## src/hdl/cascaded_prescaled_timers_unit_macros.svh

```systemverilog
// Assertion macros shared by the timer block.
`ifndef CASCADED_PRESCALED_TIMERS_UNIT_MACROS_SVH
`define CASCADED_PRESCALED_TIMERS_UNIT_MACROS_SVH

// Same-cycle implication, checked out of reset.
`define CPT_ASSERT_NOW(label, ante, cons, msg) \
    label: assert property (@(posedge clk) disable iff (!rst_n) (ante) |-> (cons)) \
        else $error(msg);

// Next-cycle implication, checked out of reset.
`define CPT_ASSERT_NEXT(label, ante, cons, msg) \
    label: assert property (@(posedge clk) disable iff (!rst_n) (ante) |=> (cons)) \
        else $error(msg);

`endif

```

## src/hdl/cpt_pkg.sv

```systemverilog
package cpt_pkg;

    localparam int NUM_TIMERS  = 4;
    localparam int IDX_W       = 2;
    localparam int DATA_W      = 16;
    localparam int CTRL_W      = 8;
    localparam int PRESCALE_W  = 11;
    localparam int FLAG_W      = 4;

    localparam int CTL_CASCADE = 2;
    localparam int CTL_IRQ     = 6;
    localparam int CTL_ENABLE  = 7;

    localparam logic [DATA_W-1:0] COUNT_MAX = 16'hFFFF;

    typedef enum logic [1:0] {
        REQ_TICK   = 2'd0,
        REQ_RELOAD = 2'd1,
        REQ_CTRL   = 2'd2,
        REQ_READ   = 2'd3
    } req_type_t;

    typedef struct packed {
        req_type_t          req_type;
        logic [IDX_W-1:0]   timer_index;
        logic [DATA_W-1:0]  write_data;
    } req_word_t;

    typedef struct packed {
        logic [DATA_W-1:0]  read_data;
        logic [FLAG_W-1:0]  overflow_flags;
        logic [FLAG_W-1:0]  irq_flags;
    } rsp_word_t;

    // Per-timer command strobes for one processed word.
    typedef struct packed {
        logic               tick;
        logic               wr_reload;
        logic               wr_ctrl;
        logic [DATA_W-1:0]  data;
    } timer_cmd_t;

    // Status a timer reports back to the top level.
    typedef struct packed {
        logic [DATA_W-1:0]  count;
        logic               ovf;
        logic               irq;
    } timer_status_t;

    function automatic logic [PRESCALE_W-1:0] prescale_amount(input logic [1:0] sel);
        logic [PRESCALE_W-1:0] amt;
        case (sel)
            2'd0:    amt = PRESCALE_W'(1);
            2'd1:    amt = PRESCALE_W'(64);
            2'd2:    amt = PRESCALE_W'(256);
            2'd3:    amt = PRESCALE_W'(1024);
            default: amt = PRESCALE_W'(1);
        endcase
        return amt;
    endfunction

endpackage

```

## src/hdl/cascaded_prescaled_timers_unit.sv

```systemverilog
// Channel | Handshake               | Word
// --------+-------------------------+------------------------------------------
// req     | req_valid / req_stall   | req_word: req_type, timer_index, write_data
// rsp     | rsp_valid / rsp_stall   | rsp_word: read_data, overflow_flags, irq_flags
//
// One word per cycle sustained while rsp_stall is low. An input register feeds the timer
// update, which settles all four timers and the cascade chain combinationally into the
// result register, from which a word's result is valid.
// rsp_stall holds the result register and then the input register; req_stall rises
// only while both are full. Reset clears all timer state to zero.

`include "cascaded_prescaled_timers_unit_macros.svh"

module cascaded_prescaled_timers_unit (
    input  logic               clk,
    input  logic               rst_n,
    input  logic               req_valid,
    output logic               req_stall,
    input  cpt_pkg::req_word_t req_word,
    output logic               rsp_valid,
    input  logic               rsp_stall,
    output cpt_pkg::rsp_word_t rsp_word
);

    logic                 req_valid_reg, req_valid_next;
    cpt_pkg::req_word_t   req_word_reg;
    logic                 rsp_valid_reg, rsp_valid_next;
    cpt_pkg::rsp_word_t   rsp_word_reg, rsp_word_next;

    logic                 req_take;
    logic                 advance;
    logic [cpt_pkg::NUM_TIMERS-1:0] sel;
    logic [cpt_pkg::NUM_TIMERS-1:0] ovf;
    logic [cpt_pkg::NUM_TIMERS-1:0] irq;
    logic [cpt_pkg::NUM_TIMERS-1:0] chain;
    logic [cpt_pkg::FLAG_W-1:0]     ovf_flags;
    logic [cpt_pkg::FLAG_W-1:0]     irq_flags;
    logic [cpt_pkg::DATA_W-1:0]     rd_data;
    cpt_pkg::timer_cmd_t            cmd     [cpt_pkg::NUM_TIMERS];
    cpt_pkg::timer_status_t         status  [cpt_pkg::NUM_TIMERS];

    assign advance   = req_valid_reg && !(rsp_valid_reg && rsp_stall);
    assign req_stall = req_valid_reg && !advance;
    assign req_take  = req_valid && !req_stall;

    assign chain[0] = 1'b0;

    genvar g;
    generate
        for (g = 0; g < cpt_pkg::NUM_TIMERS; g++)
        begin : g_timer
            assign sel[g] = (req_word_reg.timer_index == cpt_pkg::IDX_W'(g));

            assign cmd[g].tick      = advance && (req_word_reg.req_type == cpt_pkg::REQ_TICK);
            assign cmd[g].wr_reload = advance && sel[g]
                                      && (req_word_reg.req_type == cpt_pkg::REQ_RELOAD);
            assign cmd[g].wr_ctrl   = advance && sel[g]
                                      && (req_word_reg.req_type == cpt_pkg::REQ_CTRL);
            assign cmd[g].data      = req_word_reg.write_data;

            cpt_timer u_timer (
                .clk      (clk),
                .rst_n    (rst_n),
                .cmd      (cmd[g]),
                .first    (g == 0),
                .chain_in (chain[g]),
                .status   (status[g])
            );

            assign ovf[g] = status[g].ovf;
            assign irq[g] = status[g].irq;

            if (g + 1 < cpt_pkg::NUM_TIMERS)
            begin : g_chain
                assign chain[g + 1] = status[g].ovf;
            end
        end

        for (g = 0; g < cpt_pkg::FLAG_W; g++)
        begin : g_flag
            if (g < cpt_pkg::NUM_TIMERS)
            begin : g_live
                assign ovf_flags[g] = ovf[g];
                assign irq_flags[g] = irq[g];
            end
            else
            begin : g_none
                assign ovf_flags[g] = 1'b0;
                assign irq_flags[g] = 1'b0;
            end
        end
    endgenerate

    always_comb
    begin
        rd_data = '0;
        for (int i = 0; i < cpt_pkg::NUM_TIMERS; i++)
        begin
            if (sel[i])
            begin
                rd_data = status[i].count;
            end
        end

        rsp_word_next = '0;
        case (req_word_reg.req_type)
            cpt_pkg::REQ_TICK:
            begin
                rsp_word_next.overflow_flags = ovf_flags;
                rsp_word_next.irq_flags      = irq_flags;
            end
            cpt_pkg::REQ_READ:
            begin
                rsp_word_next.read_data = rd_data;
            end
            default:
            begin
                rsp_word_next = '0;
            end
        endcase

        if (req_take)
        begin
            req_valid_next = 1'b1;
        end
        else if (advance)
        begin
            req_valid_next = 1'b0;
        end
        else
        begin
            req_valid_next = req_valid_reg;
        end

        if (advance)
        begin
            rsp_valid_next = 1'b1;
        end
        else if (!rsp_stall)
        begin
            rsp_valid_next = 1'b0;
        end
        else
        begin
            rsp_valid_next = rsp_valid_reg;
        end
    end

    always_ff @(posedge clk or negedge rst_n)
    begin
        if (!rst_n)
        begin
            req_valid_reg <= 1'b0;
            rsp_valid_reg <= 1'b0;
        end
        else
        begin
            req_valid_reg <= req_valid_next;
            rsp_valid_reg <= rsp_valid_next;
        end
    end

    // payload registers: load only on a move
    always_ff @(posedge clk)
    begin
        if (req_take)
        begin
            req_word_reg <= req_word;
        end
        if (advance)
        begin
            rsp_word_reg <= rsp_word_next;
        end
    end

    assign rsp_valid = rsp_valid_reg;
    assign rsp_word  = rsp_word_reg;

    `CPT_ASSERT_NOW(a_irq_needs_ovf, rsp_valid_reg,
        (rsp_word_reg.irq_flags & ~rsp_word_reg.overflow_flags) == '0,
        "interrupt flag without overflow")
    `CPT_ASSERT_NOW(a_read_no_flags, rsp_valid_reg && (rsp_word_reg.read_data != '0),
        (rsp_word_reg.overflow_flags == '0) && (rsp_word_reg.irq_flags == '0),
        "read result carries flags")
    `CPT_ASSERT_NEXT(a_advance_fills, advance, rsp_valid_reg,
        "processed word lost before result register")
    `CPT_ASSERT_NEXT(a_hold_on_stall, req_valid_reg && rsp_valid_reg && rsp_stall,
        req_valid_reg && rsp_valid_reg,
        "word dropped while result stalled")

endmodule

```

## src/hdl/cpt_timer.sv

```systemverilog
module cpt_timer (
    input  logic                 clk,
    input  logic                 rst_n,
    input  cpt_pkg::timer_cmd_t  cmd,
    input  logic                 first,
    input  logic                 chain_in,
    output cpt_pkg::timer_status_t status
);

    logic [cpt_pkg::DATA_W-1:0]     count_reg, count_next;
    logic [cpt_pkg::DATA_W-1:0]     reload_reg, reload_next;
    logic [cpt_pkg::CTRL_W-1:0]     ctrl_reg, ctrl_next;
    logic [cpt_pkg::PRESCALE_W-1:0] prescale_reg, prescale_next;
    logic                           enable_reg, enable_next;

    logic [cpt_pkg::DATA_W-1:0]     count_loaded;
    logic [cpt_pkg::PRESCALE_W-1:0] amt;
    logic [cpt_pkg::PRESCALE_W-1:0] prescale_left;
    logic                           enabled;
    logic                           chained;
    logic                           step;
    logic                           ovf;

    always_comb
    begin
        enabled       = ctrl_reg[cpt_pkg::CTL_ENABLE];
        chained       = ctrl_reg[cpt_pkg::CTL_CASCADE] && !first;
        amt           = cpt_pkg::prescale_amount(ctrl_reg[1:0]);
        // load from reload value on a rising edge of enable
        count_loaded  = (!enable_reg && enabled) ? reload_reg : count_reg;
        prescale_left = prescale_reg;
        step          = 1'b0;
        ovf           = 1'b0;

        count_next    = count_reg;
        prescale_next = prescale_reg;
        enable_next   = enable_reg;
        reload_next   = reload_reg;
        ctrl_next     = ctrl_reg;

        if (cmd.tick)
        begin
            enable_next = enabled;
            count_next  = count_loaded;
            if (enabled)
            begin
                if (chained)
                begin
                    step = chain_in;
                end
                else if (prescale_reg >= amt)
                begin
                    step          = 1'b1;
                    prescale_left = prescale_reg - amt;
                end
                if (step)
                begin
                    if (count_loaded == cpt_pkg::COUNT_MAX)
                    begin
                        ovf        = 1'b1;
                        count_next = reload_reg;
                    end
                    else
                    begin
                        count_next = count_loaded + cpt_pkg::DATA_W'(1);
                    end
                end
                prescale_next = prescale_left + cpt_pkg::PRESCALE_W'(1);
            end
        end

        if (cmd.wr_reload)
        begin
            reload_next = cmd.data;
        end
        if (cmd.wr_ctrl)
        begin
            ctrl_next = cmd.data[cpt_pkg::CTRL_W-1:0];
        end
    end

    always_ff @(posedge clk or negedge rst_n)
    begin
        if (!rst_n)
        begin
            count_reg    <= '0;
            reload_reg   <= '0;
            ctrl_reg     <= '0;
            prescale_reg <= '0;
            enable_reg   <= 1'b0;
        end
        else
        begin
            count_reg    <= count_next;
            reload_reg   <= reload_next;
            ctrl_reg     <= ctrl_next;
            prescale_reg <= prescale_next;
            enable_reg   <= enable_next;
        end
    end

    assign status.count = count_reg;
    assign status.ovf   = ovf;
    assign status.irq   = ovf && ctrl_reg[cpt_pkg::CTL_IRQ];

endmodule
```

## config.mk

```make
export PLATFORM = sky130hd
export DESIGN_NAME = cascaded_prescaled_timers_unit
export DESIGN_NICKNAME = d
export VERILOG_FILES = /design/src/hdl/cpt_pkg.sv /design/src/hdl/cascaded_prescaled_timers_unit.sv /design/src/hdl/cpt_timer.sv
export VERILOG_INCLUDE_DIRS = /design/src /design/src/hdl
export SDC_FILE = /design/constraint.sdc
export NUM_CORES = 1
export LEC_CHECK = 0
export BUFFER_PORTS_ARGS = -buffer_cell sky130_fd_sc_hd__buf_2
export CAP_MARGIN = 0
export CORE_MARGIN = 3
export CORE_UTILIZATION = 59
export CTS_BUF_LIST = sky130_fd_sc_hd__clkbuf_8
export CTS_CLUSTER_DIAMETER = 50
export CTS_CLUSTER_SIZE = 12
export DETAILED_ROUTE_END_ITERATION = 7
export GPL_ROUTABILITY_DRIVEN = 0
export HOLD_SLACK_MARGIN = 0.03
export PLACE_DENSITY = 0.83
export SLEW_MARGIN = 20
export SYNTH_ARGS = -nofsm -noshare
export SYNTH_HDL_FRONTEND = slang
export SYNTH_SLANG_ARGS = --single-unit
export TNS_END_PERCENT = 10
```

## constraint.sdc

```tcl
create_clock -name clk -period 3.9 [get_ports clk]
set_input_delay 1.17 -clock clk [delete_from_list [all_inputs] [get_ports clk]]
set_output_delay 1.17 -clock clk [all_outputs]
set_load 0.01 [all_outputs]
```

==> reports/qor.txt <==
CP required: 4300 ps
Nets: 1884
Worst-path clk slew: 70 ps
endpoints failing hold: 0
# IOs: 50
Syn. warnings: 0
Worst Setup SP: g_timer[1].u_timer.prescale_reg[4]$_DFFE_PN0P_
Num CTS Buffers: 34
TritonCTS clock tree: built
Mapped Area: 15900 µm²
dominant cell type by area after synthesis: dfrtp_1
setup TNS: 0 ps
reg2reg end: g_timer[1].u_timer.prescale_reg[10]$_DFFE_PN0P_
Layout Skew: 18.9 ps
vias after detailed routing: 14800
first-pass GRT wire length: 72500 µm
CP startpoint kind: register
post-synthesis cell type count: 92
Residual DRC: 0
row cnt: 59
Detail Route Antenna Nets: 0
Detailed Routing Iterations Pass 1: 7
RSZ-0062 raised after global routing: true
share of cells above drive strength 1: 18.8%
dpl cell area: 16800 µm²
Max H-tree Level: 2
Post-synth EDFFs: 44
Die ar.: 29000 µm²
FFs w/ async S/R, synth: 81.7%
WS Path Type: reg2reg
Max Fclk: 260 MHz
Initial Utilization: 60.6%
Worst EP arrival: 4250 ps
Die X: 170 µm
Tightest Pin Transition: 886 ps
grt ovf: 0
core outline area: 26300 µm²
top cells by area, synth: dfrtp_1 31%, edfxtp_1 8.3%, mux2_2 6.4%
DR vias/cell: 6.74
Final Max Tran Viols: 0
fin crit period: 3850 ps
Max Cap Violations: 0
Max clock buf depth: 3
Detailed Place HPWL: 32000 µm
Avg Cell Area, Syn: 9.02 µm²
Sinks on Clock Net: 241
Max-slew headroom: 40.9%
DRT iter0 DRCs: 1573
Syn Nets: 1817
fin util: 67.2%
slowest stage cell, crit path: or4_4
Critical Path Most Common Cell: mux2i_2
design area: 17700 µm²
fill cell count: 2019
Post-synth top cells: 224 x nand2_1, 197 x dfrtp_1, 163 x nor2_1, 116 x a21oi_1, 113 x o21ai_0
Reg2Reg Depth: 13
root buf cell: clkbuf_8
Seq/Total Area, Yosys: 39.2%
Port Buffers: 49
Pwr Density: 731 nW/µm²
Area Growth Syn to Fin: 10.8%
Final setup viols: 0
R2R setup slack: 50 ps
Synth Register Bits: 241
largest net degree at the start of global routing: 60
vias in the first global route: 14000
Crit. End Element: register
most frequent cell after synthesis: nand2_1
CP peak stage delay: 570 ps
crit path to: g_timer[1].u_timer.prescale_reg[10]$_DFFE_PN0P_
run status: finished clean
Leak: 0.00731 µW
Die H: 170 µm
VDD IR max: 0.000518 V
final period utilization: 98.6%
Routed wire per std cell: 20.7 µm
Top FF cell, synth: dfrtp_1
Hold Crit Class: reg2reg
Yosys top cell area share: 30.9%
Synth Instances: 1765
initial antenna violation count: 1
gr usage total: 30.7%
crit-path cells: or4_4 -> o41a_4 -> o21ai_4 -> mux2i_2 -> ha_2 -> nand3b_1 -> mux2i_2 -> nor2b_4 -> and2_2 -> nand2_1 -> or3_1 -> a31oi_1 -> a21oi_1
Detailed Route WL: 45300 µm
Max FO, Critical Path: 8
Clk Latency, worst-skew pair: 550 ps
RR Startpoint: g_timer[1].u_timer.prescale_reg[4]$_DFFE_PN0P_
-- how the worst min path moves through the flow --
stage | start | to | slack [ps] | cells after the start
after floorplan | req_valid_reg$_DFFE_PN0P_ | rsp_valid$_DFFE_PN0P_ | 440 | 1
after global placement | req_valid_reg$_DFFE_PN0P_ | rsp_valid$_DFFE_PN0P_ | 450 | 1
after detailed placement | req_valid_reg$_DFFE_PN0P_ | rsp_valid$_DFFE_PN0P_ | 470 | 1
after CTS | req_valid_reg$_DFFE_PN0P_ | rsp_valid$_DFFE_PN0P_ | 480 | 1
after global routing | req_valid_reg$_DFFE_PN0P_ | rsp_valid$_DFFE_PN0P_ | 500 | 1
final | req_valid_reg$_DFFE_PN0P_ | rsp_valid$_DFFE_PN0P_ | 480 | 1
-- layout by cell type, fill, tap and decap left out, drive strengths merged, types with 44 or more instances in the layout --
cell and instances:
dfrtp 197, mux2 91, o21ai 117, mux2i 52
a21oi 118, nand3 59, nor2 164, edfxtp 44
buf 130, nand2 225
-- worst max-delay path: cells and delay by family (launching register included) --
kind | cells | cell delay (ps)
fa+ha+maj | 1 | 250
simple gates | 6 | 1480
flops | 1 | 460
mux | 2 | 530
compound gates | 4 | 1000
-- area by class of cell --
cell class              count  area [µm²]  share of cell area [%]
multi-input cells        1398        9300                    52.7
flip-flops and latches    241        6250                    35.4
clock buffers              38         523                    2.96
inverters                  26        97.6                   0.553
diodes                      1        2.50                  0.0142
well taps                 335         419                    2.37
clock inverters            23         156                   0.886
repair buffers            131         907                    5.14
-- per-stage QoR --
step | setup slack (ps) | hold WS [ps] | std cells | total power [µW]
6_report | 53.2 | 483 | 2193 | 12900
5_1_grt | -156 | 503 | 2192 | 13700
4_1_cts | 1.20 | 480 | 2190 | 12600
3_5_place_dp | -146 | 465 | 2128 | 10500
3_3_place_gp | 38.1 | 448 | 2128 | 10200
2_1_floorplan | 59.5 | 441 | 1765 | 8680
-- repair_timing --
action | CTS | global route
hold buffers | 0 | 0
setup endpoints to repair | 2 | 19
pin swaps | 1 | 1
gates resized for setup | 6 | 18
buffers inserted | 1 | 2
-- per-layer routing --
metal  GRT usage (%)  share of wire [%]  vias up
met5               0                  0        -
met4            13.3                4.3        0
met3            4.46                9.1      188
met2            50.6                 47      845
met1            40.6                 39     7072
li1                -                  -     6685
-- power breakdown --
part           internal [µW]  switching (µW)  total (µW)
registers               3340            1270        4610
clock network            943            1090        2030
logic                   2740            3510        6250
-- cell families (layout without fill, tap and decap cells) --
logic type      after synthesis  count (layout)  synth area share (%)
simple gates                682             682                  20.5
compound gates              462             462                  19.3
flops                       241             241                  39.2
mux                         159             159                  12.0
buf+inv                     126             218                  3.13
xor+xnor                     67              67                  3.68
fa+ha+maj                    28              28                  2.20
other cells                   0               1                     0
Power figures use the tool's default switching activity.
